<file path="src/rtl/core/itbd_pkg.sv">
package itbd_pkg;

  // conversion limits
  localparam int VALUE_BITS = 32;
  localparam int MAX_DIGITS = 32;
  localparam int MAG_BITS   = VALUE_BITS - 1;

  // divider slices the dividend into fixed chunks, one chunk per cycle
  localparam int STEP_BITS  = 8;
  localparam int CHUNKS     = (VALUE_BITS + STEP_BITS - 1) / STEP_BITS;
  localparam int WORK_BITS  = CHUNKS * STEP_BITS;
  localparam int CHUNK_W    = (CHUNKS > 1) ? $clog2(CHUNKS) : 1;

  // digit store addressing
  localparam int IDX_W      = $clog2(MAX_DIGITS);
  localparam int CNT_W      = $clog2(MAX_DIGITS + 1);

  // radix limits and field widths
  localparam int RADIX_W    = 5;
  localparam logic [RADIX_W-1:0] RADIX_MIN = RADIX_W'(2);
  localparam logic [RADIX_W-1:0] RADIX_MAX = RADIX_W'(16);

  // ascii codes
  localparam logic [7:0] ASCII_ZERO    = 8'h30;
  localparam logic [7:0] ASCII_UPPER_A = 8'h41;
  localparam logic [7:0] ASCII_LOWER_A = 8'h61;
  localparam logic [7:0] ASCII_NUL     = 8'h00;

  // classified item handed from front to back
  typedef struct packed {
    logic                negative;
    logic [MAG_BITS-1:0] magnitude;
    logic [RADIX_W-1:0]  radix;
    logic                upper;
  } cmd_t;

  // digit value to ascii glyph
  function automatic logic [7:0] glyph(input logic [3:0] digit, input logic upper);
    logic [7:0] code;
    if (digit < 4'd10) begin
      code = ASCII_ZERO + {4'h0, digit};
    end else begin
      code = (upper ? ASCII_UPPER_A : ASCII_LOWER_A) + {4'h0, digit} - 8'd10;
    end
    return code;
  endfunction

endpackage

</file>
<file path="src/rtl/core/integer_to_base_digits.sv">
// Integer to ASCII digits in a radix from 2 to 16.
// Input queue side: drive value, radix and upper_case with push; the item is
// taken on a clock edge where push is high and full is low. Two items can wait
// in the front queue while the back end converts an earlier one.
// Result queue side: while empty is low, character, last_digit and
// empty_string show the oldest result; pop high on a clock edge takes it.
// Digits come most significant first; last_digit marks the final one. A
// negative value gives one result with empty_string and last_digit set.
// Radix below 2 acts as 2, above 16 acts as 16.
// Flow: an item is registered in the front queue, then the back end, once
// idle, takes it and divides by the radix 8 bits per cycle, storing one digit
// per full pass over the dividend, and sends each digit by a store read, then
// the result register. The back end takes a new item only after it has sent
// the last result of the previous one. A negative value skips the division
// and goes straight to the result register. When pop is held low the back end
// waits on the result register, and the front queue keeps taking items until
// full rises.
// Reset (rst, synchronous) empties both queues and returns the back end to
// idle; the digit store is not cleared.
module integer_to_base_digits
  import itbd_pkg::*;
(
  input  logic                  clk,
  input  logic                  rst,
  input  logic                  push,
  output logic                  full,
  input  logic [VALUE_BITS-1:0] value,
  input  logic [RADIX_W-1:0]    radix,
  input  logic                  upper_case,
  output logic                  empty,
  input  logic                  pop,
  output logic [7:0]            character,
  output logic                  last_digit,
  output logic                  empty_string
);

  logic cmd_valid;
  logic cmd_take;
  cmd_t cmd;

  // accept and classify items
  itbd_front u_front (
    .clk        (clk),
    .rst        (rst),
    .push       (push),
    .full       (full),
    .value      (value),
    .radix      (radix),
    .upper_case (upper_case),
    .cmd_valid  (cmd_valid),
    .cmd        (cmd),
    .cmd_take   (cmd_take)
  );

  // divide and emit digits
  itbd_back u_back (
    .clk          (clk),
    .rst          (rst),
    .cmd_valid    (cmd_valid),
    .cmd          (cmd),
    .cmd_take     (cmd_take),
    .empty        (empty),
    .pop          (pop),
    .character    (character),
    .last_digit   (last_digit),
    .empty_string (empty_string)
  );

endmodule

</file>
<file path="src/rtl/core/itbd_front.sv">
module itbd_front
  import itbd_pkg::*;
(
  input  logic                  clk,
  input  logic                  rst,
  input  logic                  push,
  output logic                  full,
  input  logic [VALUE_BITS-1:0] value,
  input  logic [RADIX_W-1:0]    radix,
  input  logic                  upper_case,
  output logic                  cmd_valid,
  output cmd_t                  cmd,
  input  logic                  cmd_take
);

  cmd_t       entries [2];
  logic       wr_ptr;
  logic       rd_ptr;
  logic [1:0] fill;
  cmd_t       classified;
  logic       do_push;
  logic       do_pop;

  // classify the incoming item: sign, magnitude, clamped radix
  always_comb begin
    classified.negative  = value[VALUE_BITS-1];
    classified.magnitude = value[MAG_BITS-1:0];
    classified.upper     = upper_case;
    if (radix < RADIX_MIN) begin
      classified.radix = RADIX_MIN;
    end else if (radix > RADIX_MAX) begin
      classified.radix = RADIX_MAX;
    end else begin
      classified.radix = radix;
    end
  end

  assign full      = (fill == 2'd2);
  assign cmd_valid = (fill != 2'd0);
  assign cmd       = entries[rd_ptr];
  assign do_push   = push && !full;
  assign do_pop    = cmd_take && cmd_valid;

  // two-entry queue pointers
  always_ff @(posedge clk) begin
    if (rst) begin
      wr_ptr <= 1'b0;
      rd_ptr <= 1'b0;
      fill   <= 2'd0;
    end else begin
      if (do_push) begin
        wr_ptr <= !wr_ptr;
      end
      if (do_pop) begin
        rd_ptr <= !rd_ptr;
      end
      if (do_push && !do_pop) begin
        fill <= fill + 2'd1;
      end else if (do_pop && !do_push) begin
        fill <= fill - 2'd1;
      end
    end
  end

  // queue payload
  always_ff @(posedge clk) begin
    if (do_push) begin
      entries[wr_ptr] <= classified;
    end
  end

endmodule

</file>
<file path="src/rtl/core/itbd_back.sv">
module itbd_back
  import itbd_pkg::*;
(
  input  logic       clk,
  input  logic       rst,
  input  logic       cmd_valid,
  input  cmd_t       cmd,
  output logic       cmd_take,
  output logic       empty,
  input  logic       pop,
  output logic [7:0] character,
  output logic       last_digit,
  output logic       empty_string
);

  typedef enum logic [2:0] {
    IDLE,
    DIVIDE,
    EMIT_READ,
    EMIT_SEND,
    SEND_EMPTY
  } state_t;

  state_t               state;
  logic [WORK_BITS-1:0] work;
  logic [3:0]           rem;
  logic [CHUNK_W-1:0]   chunk;
  logic [CNT_W-1:0]     count;
  logic [IDX_W-1:0]     idx;
  logic [RADIX_W-1:0]   radix_r;
  logic                 upper_r;
  logic                 out_valid;

  logic [3:0]           store [MAX_DIGITS];
  logic [3:0]           rd_digit;
  logic                 store_we;

  logic [RADIX_W-1:0]   part_rem;
  logic [STEP_BITS-1:0] qbits;
  logic [WORK_BITS-1:0] work_next;
  logic                 digit_done;
  logic                 out_free;
  logic                 out_load;

  // one chunk of restoring division by the radix
  always_comb begin
    logic [RADIX_W-1:0] r;
    r     = {1'b0, rem};
    qbits = '0;
    for (int i = 0; i < STEP_BITS; i++) begin
      r = {r[3:0], work[WORK_BITS-1-i]};
      if (r >= radix_r) begin
        r = r - radix_r;
        qbits[STEP_BITS-1-i] = 1'b1;
      end
    end
    part_rem  = r;
    work_next = {work[WORK_BITS-STEP_BITS-1:0], qbits};
  end

  assign digit_done = (state == DIVIDE) && (chunk == CHUNK_W'(CHUNKS - 1));
  assign store_we   = digit_done;
  assign out_free   = !out_valid || pop;
  assign out_load   = out_free && (state == EMIT_SEND || state == SEND_EMPTY);
  assign empty      = !out_valid;
  assign cmd_take   = (state == IDLE);

  // digit store, registered read
  always_ff @(posedge clk) begin
    if (store_we) begin
      store[count[IDX_W-1:0]] <= part_rem[3:0];
    end
    rd_digit <= store[idx];
  end

  // sequencer and result register
  always_ff @(posedge clk) begin
    if (rst) begin
      state     <= IDLE;
      out_valid <= 1'b0;
      chunk     <= '0;
      count     <= '0;
      rem       <= '0;
      idx       <= '0;
    end else begin
      // result register fills on a send, drains on a pop
      if (out_load) begin
        out_valid <= 1'b1;
      end else if (pop && out_valid) begin
        out_valid <= 1'b0;
      end
      unique case (state)
        IDLE: begin
          if (cmd_valid) begin
            radix_r <= cmd.radix;
            upper_r <= cmd.upper;
            work    <= WORK_BITS'(cmd.magnitude);
            rem     <= '0;
            chunk   <= '0;
            count   <= '0;
            state   <= cmd.negative ? SEND_EMPTY : DIVIDE;
          end
        end
        DIVIDE: begin
          work <= work_next;
          if (digit_done) begin
            chunk <= '0;
            rem   <= '0;
            count <= count + CNT_W'(1);
            if (work_next == '0 || count == CNT_W'(MAX_DIGITS - 1)) begin
              idx   <= count[IDX_W-1:0];
              state <= EMIT_READ;
            end
          end else begin
            chunk <= chunk + CHUNK_W'(1);
            rem   <= part_rem[3:0];
          end
        end
        EMIT_READ: begin
          state <= EMIT_SEND;
        end
        EMIT_SEND: begin
          if (out_free) begin
            character    <= glyph(rd_digit, upper_r);
            last_digit   <= (idx == '0);
            empty_string <= 1'b0;
            if (idx == '0) begin
              state <= IDLE;
            end else begin
              idx   <= idx - IDX_W'(1);
              state <= EMIT_READ;
            end
          end
        end
        SEND_EMPTY: begin
          if (out_free) begin
            character    <= ASCII_NUL;
            last_digit   <= 1'b1;
            empty_string <= 1'b1;
            state        <= IDLE;
          end
        end
        default: begin
          state <= IDLE;
        end
      endcase
    end
  end

endmodule
</file>
<file path="config.mk">
export PLATFORM = sky130hd
export DESIGN_NAME = integer_to_base_digits
export DESIGN_NICKNAME = d
export VERILOG_FILES = /design/src/rtl/core/itbd_pkg.sv /design/src/rtl/core/integer_to_base_digits.sv /design/src/rtl/core/itbd_front.sv /design/src/rtl/core/itbd_back.sv
export SDC_FILE = /design/constraint.sdc
export NUM_CORES = 1
export LEC_CHECK = 0
export BUFFER_PORTS_ARGS = -buffer_cell sky130_fd_sc_hd__clkbuf_2
export CELL_PAD_IN_SITES_DETAIL_PLACEMENT = 2
export CELL_PAD_IN_SITES_GLOBAL_PLACEMENT = 2
export CORE_ASPECT_RATIO = 1.75
export CORE_MARGIN = 3
export CORE_UTILIZATION = 48
export CTS_CLUSTER_SIZE = 16
export DETAILED_ROUTE_END_ITERATION = 6
export GPL_TIMING_DRIVEN = 0
export PLACE_DENSITY = 0.92
export SLEW_MARGIN = 20
export SYNTH_ARGS = -nofsm -noshare
export SYNTH_HDL_FRONTEND = slang
export SYNTH_SLANG_ARGS = --single-unit
</file>
<file path="constraint.sdc">
create_clock -name clk -period 18.2 [get_ports clk]
set_clock_uncertainty 0.2 [all_clocks]
set_input_delay 0 -clock clk [delete_from_list [all_inputs] [get_ports clk]]
set_output_delay 0 -clock clk [all_outputs]
set_load 0.05 [all_outputs]
</file>
; ---- Yosys cells after proc, flatten, opt, wreduce, memory -nomap -nowiden
; Memories as Yosys holds them, arrays and structs flattened. A register that Yosys moved wholly into a read port is not among the register bits.
; Cells that the tools add are included.
[totals]
inputBits = 42
mem_bits_rw = 204
mem_count = 2
wordCells = 152
regBits = 73
[memory_table]
columns = memory, words, word_bits, read_ports, rd_clocked_by_memory_dff, write_ports, line
row1 = u_back.store, 32, 4, 1, 1, 1, itbd_back.sv:34  ; logic [3:0] store [MAX_DIGITS];
row2 = u_front.entries, 2, 38, 1, 1, 1, itbd_front.sv:16  ; cmd_t entries [2];
[classes]
n_reduce_logical = 32
n_eq_ne = 13
mux = 62
bitwise_logic = 1
addsub = 16
magnitude_cmp = 11
[op_table]
columns = operator, count
row1 = case mux 32 bit (2 select lines), 1
row2 = greater-or-equal comparator 5 bit, 8
row3 = two-way mux 4 bit, 10
row4 = logical NOT 32 bit, 1
row5 = two-way mux 32 bit, 1
row6 = subtractor 4 bit, 8
row7 = two-way mux 5 bit, 6
row8 = two-way mux 8 bit, 3
row9 = two-way mux 1 bit, 19
row10 = two-way mux 3 bit, 6
row11 = two-way mux 6 bit, 3
row12 = case mux 8 bit (2 select lines), 1
row13 = case mux 3 bit (5 select lines), 1
row14 = case mux 6 bit (2 select lines), 1
row15 = nonzero test 2 bit, 6
row16 = two-way mux 2 bit, 5
row17 = case mux 5 bit (2 select lines), 1
row18 = AND reduction 5 bit, 2
row19 = AND reduction 3 bit, 3
row20 = adder 8 x 4 -> 8 bit, 1
row21 = "!= test 2 x 1 -> 1 bit, second input constant", 4
row22 = case mux 4 bit (2 select lines), 1
row23 = "subtractor 8 x 4 -> 8 bit, second input constant", 1
row24 = "adder 6 x 4 -> 7 bit, first input constant", 1
row25 = 23 further kinds, 41

; ---- Logic depth before layout (Yosys ltp)
; Gate-level depths: netlist of run 1.
[depth]
word_depth = 21
depth_mapped = 53
depth_no_buf = 51

; ---- By module
; Synthesis of run 1 repeated with hierarchy kept, for this count alone.
[hier_totals]
hier_cells = 922
hier_area_um2 = 12981.2
[modules_own_cells]
columns = module, cells_each, seq_area_each_um2, instances, area_each_um2
row1 = itbd_back, 771, 5755.5, 1, 9983.3
row2 = itbd_front, 151, 2382.3, 1, 2997.9

; ---- Worst setup path before layout of run 1
; Ideal clock, no wire load.
[synth_timing]
path_kind = flip-flop to flip-flop
startpoint = register u_back.radix_r[1]
endpoint = memory u_back.store[0][1], data pin
setup_ns = 0.392
arrival_time_ns = 11.616
t_required_ns = 17.608
path_stages_with_launch = 47
n_path_buf = 2
slack_ns = 5.991
cell_sequence = edfxtp_1 -> inv_1 -> ha_1 -> nand2_1 -> o21ai_1 -> a31oi_2 -> mux2_2 -> ha_1 -> a21oi_1 -> o21bai_1 -> a211o_1 -> clkbuf_1 -> mux2i_1 -> inv_1 -> ha_1 -> nand2_1 -> o21ai_0 -> a31oi_1 -> [... 11 more ...] -> a21oi_1 -> nor2_1 -> a21o_1 -> ha_1 -> a21oi_1 -> nand2_1 -> a211o_1 -> buf_2 -> a211oi_2 -> a21oi_1 -> ha_1 -> o211ai_1 -> o21ai_1 -> mux2_2 -> ha_1 -> o211ai_1 -> o21ai_1 -> mux2i_1
[synth_between]
elab_chain_len = 16
[synth_lines]
columns = element, line
row1 = from (decl), itbd_back.sv:30  ; logic [RADIX_W-1:0] radix_r;
row2 = from (signal assigned), itbd_back.sv:95  ; radix_r <= cmd.radix;
row3 = subtractor 4 bit / greater-or-equal comparator 5 bit (equally long branches), "itbd_back.sv:53, itbd_back.sv:52"
row4 = two-way mux 4 bit, itbd_back.sv:52  ; if (r >= radix_r) begin
row5 = subtractor 4 bit / greater-or-equal comparator 5 bit (equally long branches), "itbd_back.sv:53, itbd_back.sv:52"
row6 = two-way mux 4 bit, itbd_back.sv:52
row7 = subtractor 4 bit / greater-or-equal comparator 5 bit (equally long branches), "itbd_back.sv:53, itbd_back.sv:52"
row8 = two-way mux 4 bit, itbd_back.sv:52
row9 = greater-or-equal comparator 5 bit / subtractor 4 bit (equally long branches), "itbd_back.sv:52, itbd_back.sv:53"
row10 = two-way mux 4 bit, itbd_back.sv:52
row11 = subtractor 4 bit / greater-or-equal comparator 5 bit (equally long branches), "itbd_back.sv:53, itbd_back.sv:52"
row12 = two-way mux 4 bit, itbd_back.sv:52
row13 = subtractor 4 bit / greater-or-equal comparator 5 bit (equally long branches), "itbd_back.sv:53, itbd_back.sv:52"
row14 = two-way mux 4 bit, itbd_back.sv:52
row15 = greater-or-equal comparator 5 bit / subtractor 4 bit (equally long branches), "itbd_back.sv:52, itbd_back.sv:53"
row16 = two-way mux 4 bit, itbd_back.sv:52
row17 = subtractor 4 bit / greater-or-equal comparator 5 bit (equally long branches), "itbd_back.sv:53, itbd_back.sv:52"
row18 = two-way mux 4 bit (*), itbd_back.sv:52
row19 = named net u_back.part_rem[1], itbd_back.sv:38  ; logic [RADIX_W-1:0] part_rem;
row20 = to (decl), itbd_back.sv:34
; Mark *: on every way through the listed nets, which the timed path passes. The rest lies on a longest branch.

; ---- Final worst setup path of run 1
[layout_timing]
startpoint = register u_back.radix_r[1]
endpoint = register u_back.rem[0]
[layout_between]
elab_chain_len = 18
[layout_lines]
columns = element, line
row1 = subtractor 4 bit / greater-or-equal comparator 5 bit (equally long branches), "itbd_back.sv:53, itbd_back.sv:52"
row2 = two-way mux 4 bit, itbd_back.sv:52
row3 = subtractor 4 bit / greater-or-equal comparator 5 bit (equally long branches), "itbd_back.sv:53, itbd_back.sv:52"
row4 = two-way mux 4 bit, itbd_back.sv:52
row5 = subtractor 4 bit / greater-or-equal comparator 5 bit (equally long branches), "itbd_back.sv:53, itbd_back.sv:52"
row6 = two-way mux 4 bit, itbd_back.sv:52
row7 = greater-or-equal comparator 5 bit / subtractor 4 bit (equally long branches), "itbd_back.sv:52, itbd_back.sv:53"
row8 = two-way mux 4 bit, itbd_back.sv:52
row9 = [... 3 more ...], -
row10 = two-way mux 4 bit, itbd_back.sv:52
row11 = subtractor 4 bit / greater-or-equal comparator 5 bit (equally long branches), "itbd_back.sv:53, itbd_back.sv:52"
row12 = two-way mux 4 bit, itbd_back.sv:52
row13 = greater-or-equal comparator 5 bit (*), itbd_back.sv:52
row14 = two-way mux 4 bit (*), itbd_back.sv:52
row15 = named net u_back.part_rem[0], itbd_back.sv:38
row16 = two-way mux 4 bit (*), itbd_back.sv:106  ; if (digit_done) begin
row17 = case mux 4 bit (2 select lines) (*), itbd_back.sv:92  ; unique case (state)
row18 = to (signal assigned), itbd_back.sv:116  ; rem <= part_rem[3:0];
row19 = to (decl), itbd_back.sv:26  ; logic [3:0] rem;
; Marked as above.
; A chain may end at the register's enable or synchronous reset.

==> results.yml, run 1 <==
finish:
  layout-area-overhead-vs-synth_pct: 18.3
  layout.nets: 1159
  final_util_pct: 58.2
  drive_above_1_share_pct: 16.8
timing:
  tns_ns: 0
  final_hold_viol_count: 0
  rsz0062_at_grt: "no"
  period_needed_ns: 16.53
  fmax_mhz: 60.5
  timing.final.crit_share_pct: 90.8
  drv_slew: 0
  worstMarginPinSlew_ns: 1.19
  hold_ws_ns: 0.0125
  max-slew-margin-rel_pct: 20.6
  setup_violations: 0
global_routing:
  grt_pass1_wl_mm: 69.3
  grt_pass1_vias: 10300
  grt_usage_pct: 33.2
  antenna_found_initial: 1
  grt_overflow: 0
  grt_max_degree: 34
routing:
  drtAntennaViolNets: 0
  drt-initial-drc-count: 638
  remaining_drc_errors: 0
  routed_wl_mm: 46.6
  vias: 8774
  avgRoutedWirePerCell_um: 33.3
  firstDrtPassIters: 7
  viasPerCell: 6.26
clocking:
  postCtsHoldBufs: 73
  postCtsSetupBuffers: 0
  ctsResizeCount: 0
  clk_pin_slew_ns: 0.07
  clock_sinks: 281
  cts_root_buffer: "clkbuf_16"
  htree_levels: 1
  cts_buffers: 26
  cts_tree: "built"
  clockBufferDepth: 3
  insertion_delay_ns: 0.57
yosys:
  synth_edf_count: 251
  yosys_warnings: 0
  syn_inst: 903
  syn_nets: 1001
  ys_ff_latch: 281
  netlist_area_sq_mm: 0.0129
  synth.distinct_cells: 59
  synth_top_cell_area_share_pct: 58.6
  async_flop_share_pct: 0
  synth_area_leaders: "edfxtp_1, mux4_2, dfxtp_1"
  yosysTopAreaCell: "edfxtp_1"
  synth_area_per_cell_sq_um: 14.2
  seq_area_frac_synth_pct: 63.3
  synth_flop_cell: "edfxtp_1"
  ys_top_cells_by_count: "edfxtp_1, nor2_1, nand2_1, ha_1, inv_1"
  synth_most_common_cell: "edfxtp_1"
run_status:
  status: "finished clean"
floorplanning:
  core_sq_mm: 0.0262
  io_pins: 54
  start_util_pct: 49.2
  num_rows: 78
  die_width_um: 130
  dieHeight_um: 223
  dieArea_sq_mm: 0.0289
critical_path:
  path_class: "flip-flop to flip-flop"
  start_kind: "flip-flop"
  worst_ep_required_time_ns: 18.50
  critPathMaxStageDelay_ns: 0.90
  cp.arrival_ns: 16.83
  crit_path_end_kind: "flip-flop"
  slowest_stage: "a31oi_1"
  crit_fanout: 33
placement:
  gp_congestion: 0.853
  post-dp-hpwl_mm: 28.2
  port_buffers: 52
hold_path:
  min_path_type: "primary input to flip-flop"
job:
  max_cap_violations: 0
final cells by class:
class / instances / area [sq um]
Timing Repair Buffer: 130 / 1070
Tap cell: 320 / 400
Fill cell: 2258 / 10900
Clock buffer: 29 / 683
Multi-Input combinational cell: 540 / 4460
Antenna cell: 1 / 2.50
Inverter: 45 / 169
Clock inverter: 19 / 149
Sequential cell: 281 / 8140
Buffer: 37 / 148
placed cells by master (no fill, tap or decap), drive strengths merged, types with 5 or more instances in the layout:
cell type / netlist / routed
clkinv: 0 / 13
a21oi: 43 / 43
dfxtp: 30 / 30
a211oi: 10 / 10
buf: 10 / 15
clkbuf: 27 / 108
nor4: 8 / 8
inv: 45 / 45
nand2: 63 / 63
ha: 48 / 48
mux2i: 36 / 36
o21ai: 46 / 46
mux4: 40 / 40
xor2: 12 / 12
a21o: 15 / 15
xnor2: 12 / 12
mux2: 23 / 23
edfxtp: 251 / 251
nand3: 7 / 7
dlygate4sd3: 0 / 73
nor3: 13 / 13
a22oi: 6 / 6
or3: 5 / 5
nor2: 80 / 80
nor2b: 7 / 7
fa: 8 / 8
nand2b: 5 / 5
sequential cells by signal (all words and copies together), names as in the netlist, 3 cells and up, named ones only:
register and cells:
u_back.store 128, u_back.work 32, u_back.idx 5, u_back.count 6, u_front.entries 76, u_back.radix_r 5
u_back.rem 4, u_back.rd_digit 4, u_back.state 3, u_back.character 7
logic make-up after synthesis:
kind of cell	count (synthesis)	share of synthesized area, %
xor+xnor	24	1.63
other cells	1	0.0292
fa+ha+maj	56	5.92
mux	99	11.8
buf+inv	82	2.46
flops	281	63.3
compound gates	151	7.40
simple gates	209	7.45
worst paths after layout:
kind	from	endpoint	slack (ns)	depth (start not counted)
max	u_back.radix_r[1]	u_back.rem[0]	1.67	50
min	value[18]	u_front.entries[1][24]	0.01	2
min reg2reg	u_front.fill[1]	u_front.fill[1]	0.35	2
max reg2reg	u_back.radix_r[1]	u_back.rem[0]	1.67	50
per-stage QoR:
step / cells / instance area, sq um / worst slack, ns
final: 1402 / 15200 / 1.67
after global routing: 1402 / 15200 / 1.17
after CTS: 1401 / 15200 / 2.30
after detailed placement: 1280 / 13600 / 2.35
after global placement: 1275 / 13500 / 2.48
after floorplan: 903 / 12900 / 5.99
worst max-delay path, delay by kind of cell (launching register included):
kind	cells	cell delay (ns)
buffers and inverters	5	1.44
and+or+nand+nor	8	1.08
DFF	1	0.84
muxes	4	1.90
adders and majority gates	8	2.85
AOI/OAI and AO/OA	25	8.09
per-layer routing:
layer / share of wire [%] / track usage [%]
met2: 57 / 62.9
met5: 0 / 0
met4: 7.7 / 20.9
met1: 32 / 33.1
met3: 3.7 / 3.82
Power of run 1 is left out: the tool's default activity adds up to more than one toggle a clock period on the data nets, which glitch-free logic cannot reach.
==> run 2: changes to the inputs <==
- CORE_UTILIZATION: 48 -> 45
- PLACE_DENSITY: 0.92 -> 0.88
- clock period: 18.2 -> 18.64 ns (I/O delays scaled with it)
==> run 2 against run 1 <==
Against the previous run:
- die area increased by 6.4%
- routed wire length shrank 8.9%
- count of clock-buffer cells in the layout is 1 higher
- non-clock buffer count grew 2
- critical path type unchanged
- critical path depth fell by 1
- final cell count grew 3.9%
==> results.yml, run 2 (same netlist as run 1, synthesis figures left out) <==
routing:
  routed_wl_mm: 42.5
  viasPerCell: 5.91
  drt-initial-drc-count: 525
  remaining_drc_errors: 0
  vias: 8605
  firstDrtPassIters: 5
  drtAntennaViolNets: 0
  avgRoutedWirePerCell_um: 29.2
global_routing:
  grt_max_degree: 34
  antenna_found_initial: 0
  grt_pass1_wl_mm: 64.8
  grt_pass1_vias: 10200
  grt_overflow: 0
  grt_usage_pct: 28.3
timing:
  final_hold_viol_count: 0
  setup_violations: 0
  timing.final.crit_share_pct: 85.5
  rsz0062_at_grt: "no"
  max-slew-margin-rel_pct: 29.0
  fmax_mhz: 62.7
  tns_ns: 0
  hold_ws_ns: 0.0140
  worstMarginPinSlew_ns: 1.06
  period_needed_ns: 15.94
  drv_slew: 0
floorplanning:
  die_width_um: 134
  start_util_pct: 45.8
  dieHeight_um: 230
  core_sq_mm: 0.0281
  io_pins: 54
  num_rows: 81
  dieArea_sq_mm: 0.0307
clocking:
  insertion_delay_ns: 0.55
  cts_root_buffer: "clkbuf_16"
  clk_pin_slew_ns: 0.07
  postCtsSetupBuffers: 0
  cts_buffers: 27
  ctsResizeCount: 0
  htree_levels: 1
  postCtsHoldBufs: 74
  cts_tree: "built"
  clockBufferDepth: 3
  clock_sinks: 281
finish:
  layout-area-overhead-vs-synth_pct: 19.4
  final_cell_mix: "edfxtp_1, nor2_1, dlygate4sd3_1, nand2_1, clkbuf_2"
  layout.nets: 1162
  antenna_cells: 0
  final_util_pct: 54.7
  largest_reg_flops: 128
  drive_above_1_share_pct: 17.1
  layout_commonest_cell: "edfxtp_1"
critical_path:
  start_kind: "flip-flop"
  critical_path.reg2reg.startpoint: "u_back.radix_r[1]"
  worst_ep_required_time_ns: 18.87
  ff2ff_setup_slack_ns: 2.70
  path_class: "flip-flop to flip-flop"
  cp.arrival_ns: 16.17
  crit_path_end_kind: "flip-flop"
  endpoint: "u_back.idx[1]"
  slowest_stage: "o21ai_1"
  cp-startpoint: "u_back.radix_r[1]"
  r2r_cells: 49
  r2r-end: "u_back.idx[1]"
  path_common_cell: "ha_1"
  crit_fanout: 10
  critPathMaxStageDelay_ns: 0.81
placement:
  post-dp-hpwl_mm: 26.2
  port_buffers: 52
  gp_congestion: 0.854
job:
  max_cap_violations: 0
run_status:
  status: "finished clean"
hold_path:
  min_path_type: "primary input to flip-flop"
[run 2: cell types whose count changed in the layout (fill, tap and decap cells not counted)]
| cell | previous run | this run |
|---|---|---|
| o21ai_2 | 1 | 0 |
| o21ai_1 | 4 | 5 |
| bufinv_16 | 2 | 3 |
| clkinv_2 | 4 | 7 |
| buf_16 | 0 | 2 |
| buf_8 | 1 | 0 |
| diode_2 | 1 | 0 |
| dlygate4sd3_1 | 73 | 74 |
| clkinv_1 | 8 | 5 |
| clkbuf_1 | 29 | 30 |
| clkinvlp_4 | 4 | 3 |
[run 2: layout make-up]
cell class                      instances  area [sq um]
Fill cell                            2560         12700
Sequential cell                       281          8140
Multi-Input combinational cell        540          4450
Timing Repair Buffer                  132          1120
Clock buffer                           30           687
Tap cell                              373           467
Clock inverter                         19           175
Inverter                               45           169
Buffer                                 37           148
[run 2: worst max-delay path, delay by kind of cell, from the launching register on]
family,cells,cell delay [ns]
AOI/OAI and AO/OA,23,7.19
adders and majority gates,8,3.00
muxes,6,2.46
buffers and inverters,5,1.14
and+or+nand+nor,7,0.96
DFF,1,0.80
[run 2: worst min path at each step]
stage                     startpoint                     end  slack, ns  cells after the start
after floorplan           upper_case   u_front.entries[0][0]      -0.10                      0
after global placement      value[8]  u_front.entries[1][14]      -0.01                      1
after detailed placement   value[11]  u_front.entries[1][17]     -0.006                      1
after CTS                  value[20]  u_front.entries[1][26]   0.000006                      2
after global routing        value[5]  u_front.entries[0][11]       0.02                      2
final                       value[5]  u_front.entries[1][11]       0.01                      2
[run 2: per-layer routing]
layer / global-route usage [%] / part of all wire, % / vias to the layer above
met1: 27.6 / 32 / 4441
li1: - / - / 3734
met3: 3.23 / 3.0 / 138
met4: 15.5 / 6.0 / 0
met2: 56.1 / 58 / 292
met5: 0 / 0 / -
[run 2: per-stage QoR]
stage / cell area [sq um] / worst slack, ns / std cells
finish: 15400 / 2.70 / 1457
global route: 15400 / 2.04 / 1457
CTS: 15400 / 3.09 / 1457
detailed placement: 13800 / 3.22 / 1334
global placement: 13600 / 2.94 / 1328
floorplan: 12900 / 6.43 / 903
Power of run 2 is left out for the same reason.
